File: config.mk
export PLATFORM = sky130hd
export DESIGN_NAME = ricdf_mul
export DESIGN_NICKNAME = d
export VERILOG_FILES = /design/src/hw/rtl/ricdf_pkg.sv /design/src/hw/rtl/ricdf_mul.sv
export SDC_FILE = /design/constraint.sdc
export NUM_CORES = 2
export LEC_CHECK = 0
export ABC_AREA = 1
export BUFFER_PORTS_ARGS = -buffer_cell sky130_fd_sc_hd__buf_2
export CORE_ASPECT_RATIO = 1.5
export CORE_UTILIZATION = 40
export CTS_CLUSTER_DIAMETER = 50
export DETAILED_ROUTE_END_ITERATION = 10
export PLACE_DENSITY = 0.61
export SLEW_MARGIN = 20
export SYNTH_ARGS = -nofsm -noshare
export SYNTH_HDL_FRONTEND = slang
export SYNTH_SLANG_ARGS = --single-unit
File: constraint.sdc
create_clock -name clk -period 9.1 [get_ports clk]
set_input_delay 1.82 -clock clk [delete_from_list [all_inputs] [get_ports clk]]
set_output_delay 1.82 -clock clk [all_outputs]
set_load 0.03 [all_outputs]
File: src/hw/rtl/ricdf_pkg.sv
`default_nettype none
// ----------------------------------------------------------------------------
// ricdf_pkg: shared types and constants of the rational inverse-CDF sampler
// Table geometry, command codes, request/result structures and the control
// structure that drives the table memories.
// ----------------------------------------------------------------------------
package ricdf_pkg;

	localparam int POINTS      = 128;
	localparam int PT_W        = $clog2(POINTS);
	localparam int ENERGY_ROWS = 256;
	localparam int ROW_W       = $clog2(ENERGY_ROWS);
	localparam int MATERIALS   = 2;
	localparam int MAT_W       = $clog2(MATERIALS);
	localparam int ADDR_W      = MAT_W + ROW_W + PT_W;
	localparam int TBL_DEPTH   = 1 << ADDR_W;
	localparam int GUIDE_W     = 2 * PT_W;

	localparam int NORM_BITS = 22;
	localparam int ONE_Q12   = 4096;
	localparam int MUL_W     = 33;
	localparam int PROD_W    = 2 * MUL_W;

	typedef enum logic [1:0] {
		CMD_LOAD_POINT = 2'd0,
		CMD_LOAD_GUIDE = 2'd1,
		CMD_SAMPLE     = 2'd2
	} cmd_t;

	typedef struct packed {
		cmd_t                cmd;
		logic [ROW_W-1:0]    energy_index;
		logic [PT_W-1:0]     point_index;
		logic [31:0]         cum_prob;
		logic [31:0]         mu_value;
		logic signed [31:0]  coef_a;
		logic signed [31:0]  coef_b;
		logic [GUIDE_W-1:0]  guide_bounds;
		logic [31:0]         grid_frac;
		logic [31:0]         rand_energy;
		logic [31:0]         rand_pointer;
		logic [31:0]         cutoff;
	} request_t;

	typedef struct packed {
		logic [31:0]     rmu;
		logic [PT_W-1:0] chosen_interval;
		logic            is_sample;
	} result_t;

	typedef struct packed {
		logic [31:0]        cum;
		logic [31:0]        mu;
		logic signed [31:0] coef_a;
		logic signed [31:0] coef_b;
	} point_t;

	typedef struct packed {
		logic              pt_we;
		logic              gd_we;
		logic              pt_re;
		logic              gd_re;
		logic [ADDR_W-1:0] addr;
	} tbl_req_t;

endpackage
`default_nettype wire

File: src/hw/rtl/ricdf_mul.sv
`default_nettype none
// ----------------------------------------------------------------------------
// ricdf_mul: shared signed multiplier
// Signed 33 x 33 multiply with a registered product, reused for every
// product of a sample.
// ----------------------------------------------------------------------------
module ricdf_mul import ricdf_pkg::*; (
	input  wire logic                     clk,
	input  wire logic signed [MUL_W-1:0]  op_a,
	input  wire logic signed [MUL_W-1:0]  op_b,
	output logic signed [PROD_W-1:0]      prod_q
);

	always_ff @(posedge clk) begin
		prod_q <= op_a * op_b;
	end

endmodule
`default_nettype wire

==> impl_metrics.toml <==
[critical_path]
critPathArrivalTime_ns = 8.87
crit_path_max_fanout = 27
endpoint_kind = "register"
critPathKind = "in2reg"
start_kind = "primary input"
cp.required_ns = 9.32

[sta]
setup_slack_ns = 0.4465
setup_viol = 0
fin_crit_ns = 8.654
hold_viol = 0
rsz0062_at_grt = "false"
slew_violations = 0
timing.fmax_mhz = 115.6
worst_pin_slew_ns = 0.9659
final.period_utilization_pct = 95.09
timing.slew.headroom_pct = 35.61
finalSetupTns_ns = 0

[detailed_routing]
wl_per_cell_um = 18.13
drc = 0
ant_nets = 0
drtIter0Drc = 1719
vias = 33340
vias_per_cell = 4.765
first_pass_iters = 5
wirelength_um = 126800

[placed_design]
dp_hpwl_um = 113300
port-buffer-count = 132
place.gp.congestion = 0.9330
post-place-ws_ns = 0.09635
dp.cells = 6974

[clock_tree]
htreeDepth = 3
clock-root-buffer = "clkbuf_16"
clock_sinks = 66
cts.path.max_buffers = 2
post-cts-setup-buffers = 0
cts_resized = 0
cts_hold_buf = 0
cts_tree = "yes"
clk_pin_slew_ns = 0.07
cts-buffers-inserted = 9

[yosys]
ys_ff_latch = 66
synth_top_family_by_area = "adder cells"
seq_area_frac_synth_pct = 3.060
avgSynthCellArea_sq_um = 7.789
yosys-top-cells-area = "fa_1, inv_1, nand2_1"
yosys.area.top_type_share_pct = 53.09
synth_nets = 6972
muxShareOfSynthArea_pct = 0
synth_compound_area_share_pct = 1.377
yosys.area_share.simple_pct = 16.59
syn-cell-area_sq_um = 43170
synthAdderAreaFrac_pct = 59.38
synth_warnings = 0
synth-xor-area-share_pct = 0.8317
yosysUniqueCellTypes = 35
synth_cells = 5543
synth.largest_area_cell = "fa_1"

[floorplan]
row_count = 147
die-area_sq_um = 109300
start_util_pct = 40.33
die_width_um = 270.2
core_sq_um = 107000
io_pins = 133
die_h_um = 404.4

[worst_hold_path]
hold_path_depth = 4
hold_path.class = "in2reg"
hp-start = "op_b[0]"
hold_end = "prod_q[0]"

[grt]
grt_max_degree = 34
antenna_found_initial = 13
first_global_vias = 37250
overflow = 0
grt_usage_pct = 24.53
grt_pass1_wl_um = 204700

[cells_and_area]
reg_top3 = "prod_q (66)"
largest_reg_flops = 66
num-fill-cells = 10860
final_cell_mix = "inv_1, nand2_1, fa_1, ha_1, buf_4"
final_nets = 6999
drive_gt1_share_pct = 6.404
final_common_cell = "inv_1"
regMostFlops = "prod_q"
syn_to_final_growth_pct = 6.990
stdcell_count = 6996

[status]
outcome = "finished, final reports clean"

[job]
maxCapViolations = 0
[area by class of cell]
class | instances | area (sq um) | share of cell area (%)
diodes | 6 | 15.01 | 0.03250
clock buffers | 9 | 225.2 | 0.4876
well taps | 1415 | 1770 | 3.833
clock inverters | 7 | 77.57 | 0.1679
repair buffers | 279 | 1914 | 4.144
flip-flops and latches | 66 | 1321 | 2.860
inverters | 1895 | 7113 | 15.40
multi-input cells | 3319 | 33750 | 73.08
[worst max-delay path, stage by stage]
cell and delay (ns):
buf_2 0.53, nand2_1 0.16, fa_1 0.60, buf_4 0.17, fa_1 0.47, fa_1 0.55
inv_1 0.05, fa_1 0.48, fa_1 0.63, fa_1 0.45, fa_1 0.49, inv_1 0.05
fa_1 0.48, inv_1 0.04, ha_1 0.48, nand2_1 0.20, inv_1 0.11, nand2_1 0.16
nor2_2 0.17, inv_1 0.09, nor2_2 0.17, o21ai_0 0.21, nand4_1 0.13, nand2_1 0.08
[worst max path at each step]
stage / from / to / slack (ns)
after floorplan: op_a[32] / prod_q[60] / 0.52
after global placement: op_a[32] / prod_q[46] / 0.15
after detailed placement: op_a[32] / prod_q[49] / 0.1
after CTS: op_a[32] / prod_q[49] / 0.44
after global routing: op_a[32] / prod_q[64] / 0.12
final: op_b[11] / prod_q[49] / 0.45
[metal layers]
| metal | vias to the layer above | wire (um) | global-route usage [%] |
|---|---|---|---|
| met1 | 16980 | 42850 | 25.25 |
| met3 | 354 | 4461 | 1.483 |
| met4 | 8 | 8395 | 13.86 |
| met2 | 960 | 71050 | 48.54 |
| li1 | 15030 | - | - |
| met5 | - | 50 | 0 |
[stage by stage]
step | cell area, sq um | hold WS [ns] | utilization (%)
finish | 46190 | 2.077 | 43.15
CTS | 46170 | 2.063 | 43.14
detailed placement | 45870 | 2.254 | 42.85
global route | 46190 | 2.084 | 43.15
global placement | 45870 | 2.255 | 42.85
floorplan | 43170 | 2.084 | -
[synthesized netlist by cell type (all sizes together)]
| library cell | number |
|---|---|
| clkbuf | 262 |
| xnor2 | 4 |
| a21boi | 1 |
| inv | 1895 |
| nand3 | 78 |
| nor2 | 154 |
| a21o | 2 |
| dfxtp | 66 |
| o21ai | 23 |
| o21a | 1 |
| o21bai | 14 |
| a21oi | 65 |
| ha | 217 |
| and2 | 3 |
| nand2 | 1534 |
| nor4 | 5 |
| nor3 | 8 |
| nand3b | 3 |
| xor2 | 37 |
| nand4 | 19 |
| buf | 1 |
| fa | 1145 |
| or2 | 6 |
[logic make-up after synthesis]
family	Yosys count
compound gates	106
xor+xnor	41
fa+ha+maj	1362
buf+inv	2158
flops	66
simple gates	1810
Power is left out: the tool's default activity adds up to more than one toggle a clock period on the data nets, which glitch-free logic cannot reach.
