<file path="src/hw/rtl/ricdf_pkg.sv">
`default_nettype none
// ----------------------------------------------------------------------------
// ricdf_pkg: shared types and constants of the rational inverse-CDF sampler
// Table geometry, command codes, request/result structures and the control
// structure that drives the table memories.
// ----------------------------------------------------------------------------
package ricdf_pkg;

	localparam int POINTS      = 128;
	localparam int PT_W        = $clog2(POINTS);
	localparam int ENERGY_ROWS = 256;
	localparam int ROW_W       = $clog2(ENERGY_ROWS);
	localparam int MATERIALS   = 2;
	localparam int MAT_W       = $clog2(MATERIALS);
	localparam int ADDR_W      = MAT_W + ROW_W + PT_W;
	localparam int TBL_DEPTH   = 1 << ADDR_W;
	localparam int GUIDE_W     = 2 * PT_W;

	localparam int NORM_BITS = 22;
	localparam int ONE_Q12   = 4096;
	localparam int MUL_W     = 33;
	localparam int PROD_W    = 2 * MUL_W;

	typedef enum logic [1:0] {
		CMD_LOAD_POINT = 2'd0,
		CMD_LOAD_GUIDE = 2'd1,
		CMD_SAMPLE     = 2'd2
	} cmd_t;

	typedef struct packed {
		cmd_t                cmd;
		logic [ROW_W-1:0]    energy_index;
		logic [PT_W-1:0]     point_index;
		logic [31:0]         cum_prob;
		logic [31:0]         mu_value;
		logic signed [31:0]  coef_a;
		logic signed [31:0]  coef_b;
		logic [GUIDE_W-1:0]  guide_bounds;
		logic [31:0]         grid_frac;
		logic [31:0]         rand_energy;
		logic [31:0]         rand_pointer;
		logic [31:0]         cutoff;
	} request_t;

	typedef struct packed {
		logic [31:0]     rmu;
		logic [PT_W-1:0] chosen_interval;
		logic            is_sample;
	} result_t;

	typedef struct packed {
		logic [31:0]        cum;
		logic [31:0]        mu;
		logic signed [31:0] coef_a;
		logic signed [31:0] coef_b;
	} point_t;

	typedef struct packed {
		logic              pt_we;
		logic              gd_we;
		logic              pt_re;
		logic              gd_re;
		logic [ADDR_W-1:0] addr;
	} tbl_req_t;

endpackage
`default_nettype wire

</file>
<file path="src/hw/rtl/ricdf_div.sv">
`default_nettype none
// ----------------------------------------------------------------------------
// ricdf_div: iterative ratio unit
// Returns num/den as a Q1.32 fraction limited to [0, 1], one quotient bit
// per cycle by restoring division.
// ----------------------------------------------------------------------------
module ricdf_div import ricdf_pkg::*; (
	input  wire logic               clk,
	input  wire logic               arst_n,
	input  wire logic               start,
	input  wire logic signed [63:0] num,
	input  wire logic signed [63:0] den,
	output logic                    done_q,
	output logic [32:0]             quot_q
);

	typedef enum logic [2:0] {
		D_IDLE = 3'b001,
		D_PREP = 3'b010,
		D_RUN  = 3'b100
	} dstate_t;

	dstate_t     st_q;
	logic [4:0]  cnt_q;
	logic [63:0] rem_q;
	logic [63:0] dvs_q;
	logic [31:0] quo_q;
	logic        den_zero_q;
	logic [63:0] rem_sh;
	logic        fits;

	assign rem_sh = {rem_q[62:0], 1'b0};
	assign fits   = rem_sh >= dvs_q;

	always_ff @(posedge clk or negedge arst_n) begin
		if (!arst_n) begin
			st_q   <= D_IDLE;
			done_q <= 1'b0;
			cnt_q  <= '0;
		end else begin
			done_q <= 1'b0;
			unique case (st_q)
				D_IDLE: begin
					if (start) begin
						// Fold the sign of the denominator into the numerator.
						den_zero_q <= den == 64'sd0;
						rem_q      <= den[63] ? 64'(-num) : 64'(num);
						dvs_q      <= den[63] ? 64'(-den) : 64'(den);
						st_q       <= D_PREP;
					end
				end
				D_PREP: begin
					if (den_zero_q || rem_q[63] || rem_q == 64'd0) begin
						quot_q <= 33'd0;
						done_q <= 1'b1;
						st_q   <= D_IDLE;
					end else if (rem_q >= dvs_q) begin
						quot_q <= {1'b1, 32'd0};
						done_q <= 1'b1;
						st_q   <= D_IDLE;
					end else begin
						cnt_q <= '0;
						quo_q <= '0;
						st_q  <= D_RUN;
					end
				end
				D_RUN: begin
					rem_q <= fits ? rem_sh - dvs_q : rem_sh;
					quo_q <= {quo_q[30:0], fits};
					cnt_q <= cnt_q + 5'd1;
					if (cnt_q == 5'd31) begin
						quot_q <= {1'b0, quo_q[30:0], fits};
						done_q <= 1'b1;
						st_q   <= D_IDLE;
					end
				end
				default: st_q <= D_IDLE;
			endcase
		end
	end

endmodule
`default_nettype wire

</file>
<file path="config.mk">
export PLATFORM = sky130hd
export DESIGN_NAME = ricdf_div
export DESIGN_NICKNAME = d
export VERILOG_FILES = /design/src/hw/rtl/ricdf_pkg.sv /design/src/hw/rtl/ricdf_div.sv
export SDC_FILE = /design/constraint.sdc
export NUM_CORES = 1
export LEC_CHECK = 0
export BUFFER_PORTS_ARGS = -buffer_cell sky130_fd_sc_hd__buf_4
export CORE_ASPECT_RATIO = 1.5
export CORE_MARGIN = 2
export CORE_UTILIZATION = 50
export DETAILED_ROUTE_END_ITERATION = 6
export HOLD_SLACK_MARGIN = 0.1
export PLACE_DENSITY = 0.78
export SLEW_MARGIN = 20
export SYNTH_ARGS = -nofsm -noshare
export SYNTH_HDL_FRONTEND = slang
export SYNTH_SLANG_ARGS = --single-unit
</file>
<file path="constraint.sdc">
create_clock -name clk -period 4.9 [get_ports clk]
set_input_delay 0.98 -clock clk [delete_from_list [all_inputs] [get_ports clk]]
set_output_delay 0.98 -clock clk [all_outputs]
set_load 0.01 [all_outputs]
</file>
==> impl_metrics.tcl <==
set metrics [dict create \
    outcome "finished, violations left" \
    violations "negative setup slack" \
    worstPathRequired_ns 5.17 \
    synth_edf_count 193 \
    most-common-layout-cells "203 x buf_4, 193 x edfxtp_1, 150 x a21oi_1, 132 x ha_1, 130 x nand2_1" \
    avgSynthCellArea_um2 9.22 \
    clockBufferDepth 3 \
    drc 0 \
    cp.arrival_ns 5.32 \
    grt_max_degree 88 \
    grt_pass1_vias 13700 \
    insertedDiodeCount 0 \
    die_area_um2 33100 \
    wirelength_um 46400 \
    nets 2128 \
    worst_clock_skew_ns 0.0221 \
    ys.flop_type "edfxtp_1" \
    clock_latency_ns 0.53 \
    fillers 2786 \
    grt_overflow 0 \
    cpPeakStageDelay_ns 0.52 \
    cp-end-kind "flop" \
    yosysSeqAreaShare_pct 38.1 \
    power_mw 4.81 \
    fin_area_um2 18300 \
    slew_viol_final 0 \
    ant_nets 0 \
    vias 14100 \
    finalCritPeriodShare_pct 103 \
    path_clk_slew_ns 0.07 \
    worst_slew_pin_slew_ns 1.02 \
    timing.final.ws_setup_ns -0.146 \
    cts_hold_buf 0 \
    setup_viol 4 \
    start_util_pct 50.9 \
    ir_worst_vdd_uv 261 \
    startpoint "den[13]" \
    cp_slowest_cell "or4_4" \
    start_kind "primary input" \
    yosys_register_bits 202 \
    placementRows 79 \
    avgViaCountPerCell 6.18 \
    ys_warn_count 0 \
    rrSetupSlack_ns 0.65 \
    placed_cell_area_um2 17600 \
    p_leak_nw 7.17 \
    place.gp.congestion 0.998 \
    maxSlewHeadroom_pct 31.3 \
    dp_hpwl_um 36300 \
    synth_fp_nets 1977 \
    rsz0062_at_grt "true" \
    powerDensity_nw_per_um2 263 \
    path_cells "buf_6 > or4_4 > or4_4 > or2_1 > or3_4 > or4b_4 > or3_4 > or4_4 > or4_4 > or3_4 > o31ai_4 > xnor2_1" \
    core_area_um2 31000 \
    detail_route.wl_per_cell_um 20.3 \
    grt_pass1_wl_um 72000 \
    critPathKind "primary input to flop" \
    grt_use_total_pct 27.5 \
    async_flop_share_pct 4.46 \
    syn_to_final_growth_pct 15.7 \
    die_h_um 222 \
    hp-class "primary input to asynchronous set/reset pin" \
    cts_root_buf "clkbuf_16" \
    path_buf_inv 1 \
    final_hold_viol_count 0 \
    cp_common_cell "or4_4" \
    drt_iter0_drc 1151 \
    numCtsBuffers 21 \
    ios 165 \
    layout_min_cycle_time_ns 5.05 \
    synth_area_um2 15800 \
    ys_types 64 \
    crit_fanout 5 \
    htreeDepth 1 \
    die_x_um 149 \
    numPortBuffers 164 \
    r2r-start "rem_q[0]" \
    postSynthCellCount 1713 \
    fmaxAchievable_mhz 198 \
    final_common_cell "buf_4" \
    cp_top_family "simple AND/OR/NAND/NOR gates" \
    maxCapViolCount 0 \
    antenna_found_initial 0 \
    cts_sinks 202 \
    cts_tree "built" \
    drive_gt1_share_pct 14.1 \
    drtPass1Iterations 5 \
]
[state kept, by name, indices dropped and copies added, names as in the netlist]
name and count:
cnt_q 5, den_zero_q 1, done_q 1, dvs_q 64, quo_q 31, quot_q 33
rem_q 64, st_q 3
[layout make-up]
| class | instances | area [um^2] | share of cell area [%] |
|---|---|---|---|
| Clock buffer | 26 | 544 | 2.98 |
| Clock inverter | 12 | 77.6 | 0.425 |
| Inverter | 83 | 312 | 1.70 |
| Multi-Input combinational cell | 1350 | 9250 | 50.6 |
| Sequential cell | 202 | 6020 | 33.0 |
| Tap cell | 405 | 507 | 2.77 |
| Timing Repair Buffer | 206 | 1570 | 8.57 |
[power breakdown]
group          switching [mW]  internal, mW
combinational           0.737         0.504
clock                   0.705         0.799
sequential             0.0689          2.00
total                    1.51          3.30
[Yosys cell counts, types with 12 or more instances]
cell	number	area share, %
a211oi_1	47	2.2
a21o_1	41	1.9
a21oi_1	151	4.8
a31oi_1	15	0.59
and2_1	36	1.4
clkbuf_1	72	1.7
edfxtp_1	193	37
ha_1	132	10
inv_1	83	2.0
nand2_1	130	3.1
nand2b_1	18	0.71
nand3_1	35	1.1
nand4_1	36	1.4
nor2_1	116	2.8
nor2b_1	16	0.63
nor3_1	22	0.70
nor4_1	35	1.4
o21a_1	12	0.57
o21ai_0	129	4.1
o31ai_1	38	1.8
o41ai_1	21	1.2
or3_1	21	0.83
or4_1	21	1.0
xnor2_1	101	5.6
xor2_1	75	4.2
[what timing repair did]
action | in CTS | in global routing
gates resized for setup | 4 | 1
endpoints found under the setup margin | 5 | 5
gates cloned | 0 | 0
buffers inserted | 1 | 0
[cell families after synthesis]
| family | synth area share, % |
|---|---|
| and+or+nand+nor | 16.9 |
| AOI/OAI and AO/OA | 20.0 |
| DFF | 38.1 |
| xor gates and xnor gates | 9.76 |
| buffers and inverters | 3.83 |
| adders and majority gates | 10.6 |
| muxes | 0.784 |
[path summary, 6_finish.rpt]
check | to | cells after the start
max in group asynchronous | st_q[0] | 1
min in group clk | quot_q[31] | 1
hold / removal | st_q[1] | 1
hold reg to reg | quot_q[31] | 1
setup / recovery | dvs_q[59] | 12
setup reg to reg | rem_q[62] | 13
[worst register-to-register path, cell delays in order, from the launching register on]
cell and delay, ns:
edfxtp_1 0.43, inv_1 0.11, fa_1 0.47, nand2b_1 0.17, a211oi_1 0.40, o221ai_1 0.27, a31oi_1 0.35, o2111ai_1 0.19
a21oi_1 0.28, a211oi_1 0.19, or3_1 0.42, nor4_1 0.30, mux2_2 0.37, a21oi_1 0.17
[through the flow]
step                instances  setup TNS [ns]  setup slack (ns)  util [%]  hold WS, ns
finish                   2284          -0.397            -0.146      58.9        0.288
global route             2284          -0.731            -0.226      58.9        0.283
CTS                      2284          -0.363            -0.138      58.8        0.269
detailed placement       2245           -7.05            -0.750      56.7        0.517
global placement         2245           -6.25            -0.698      56.7        0.509
floorplan                1713           -1.89            -0.426         -        0.497
[layer usage]
layer,wire length [um],global-route usage [%],vias to the layer above,share of wire (%)
met5,0,0,-,0
met4,2950,15.8,0,6.3
met3,2590,2.84,122,5.6
met2,23600,49.3,527,51
met1,17300,31.4,6724,37
li1,-,-,6735,-
Note: power is estimated with default switching activity, not from simulation.
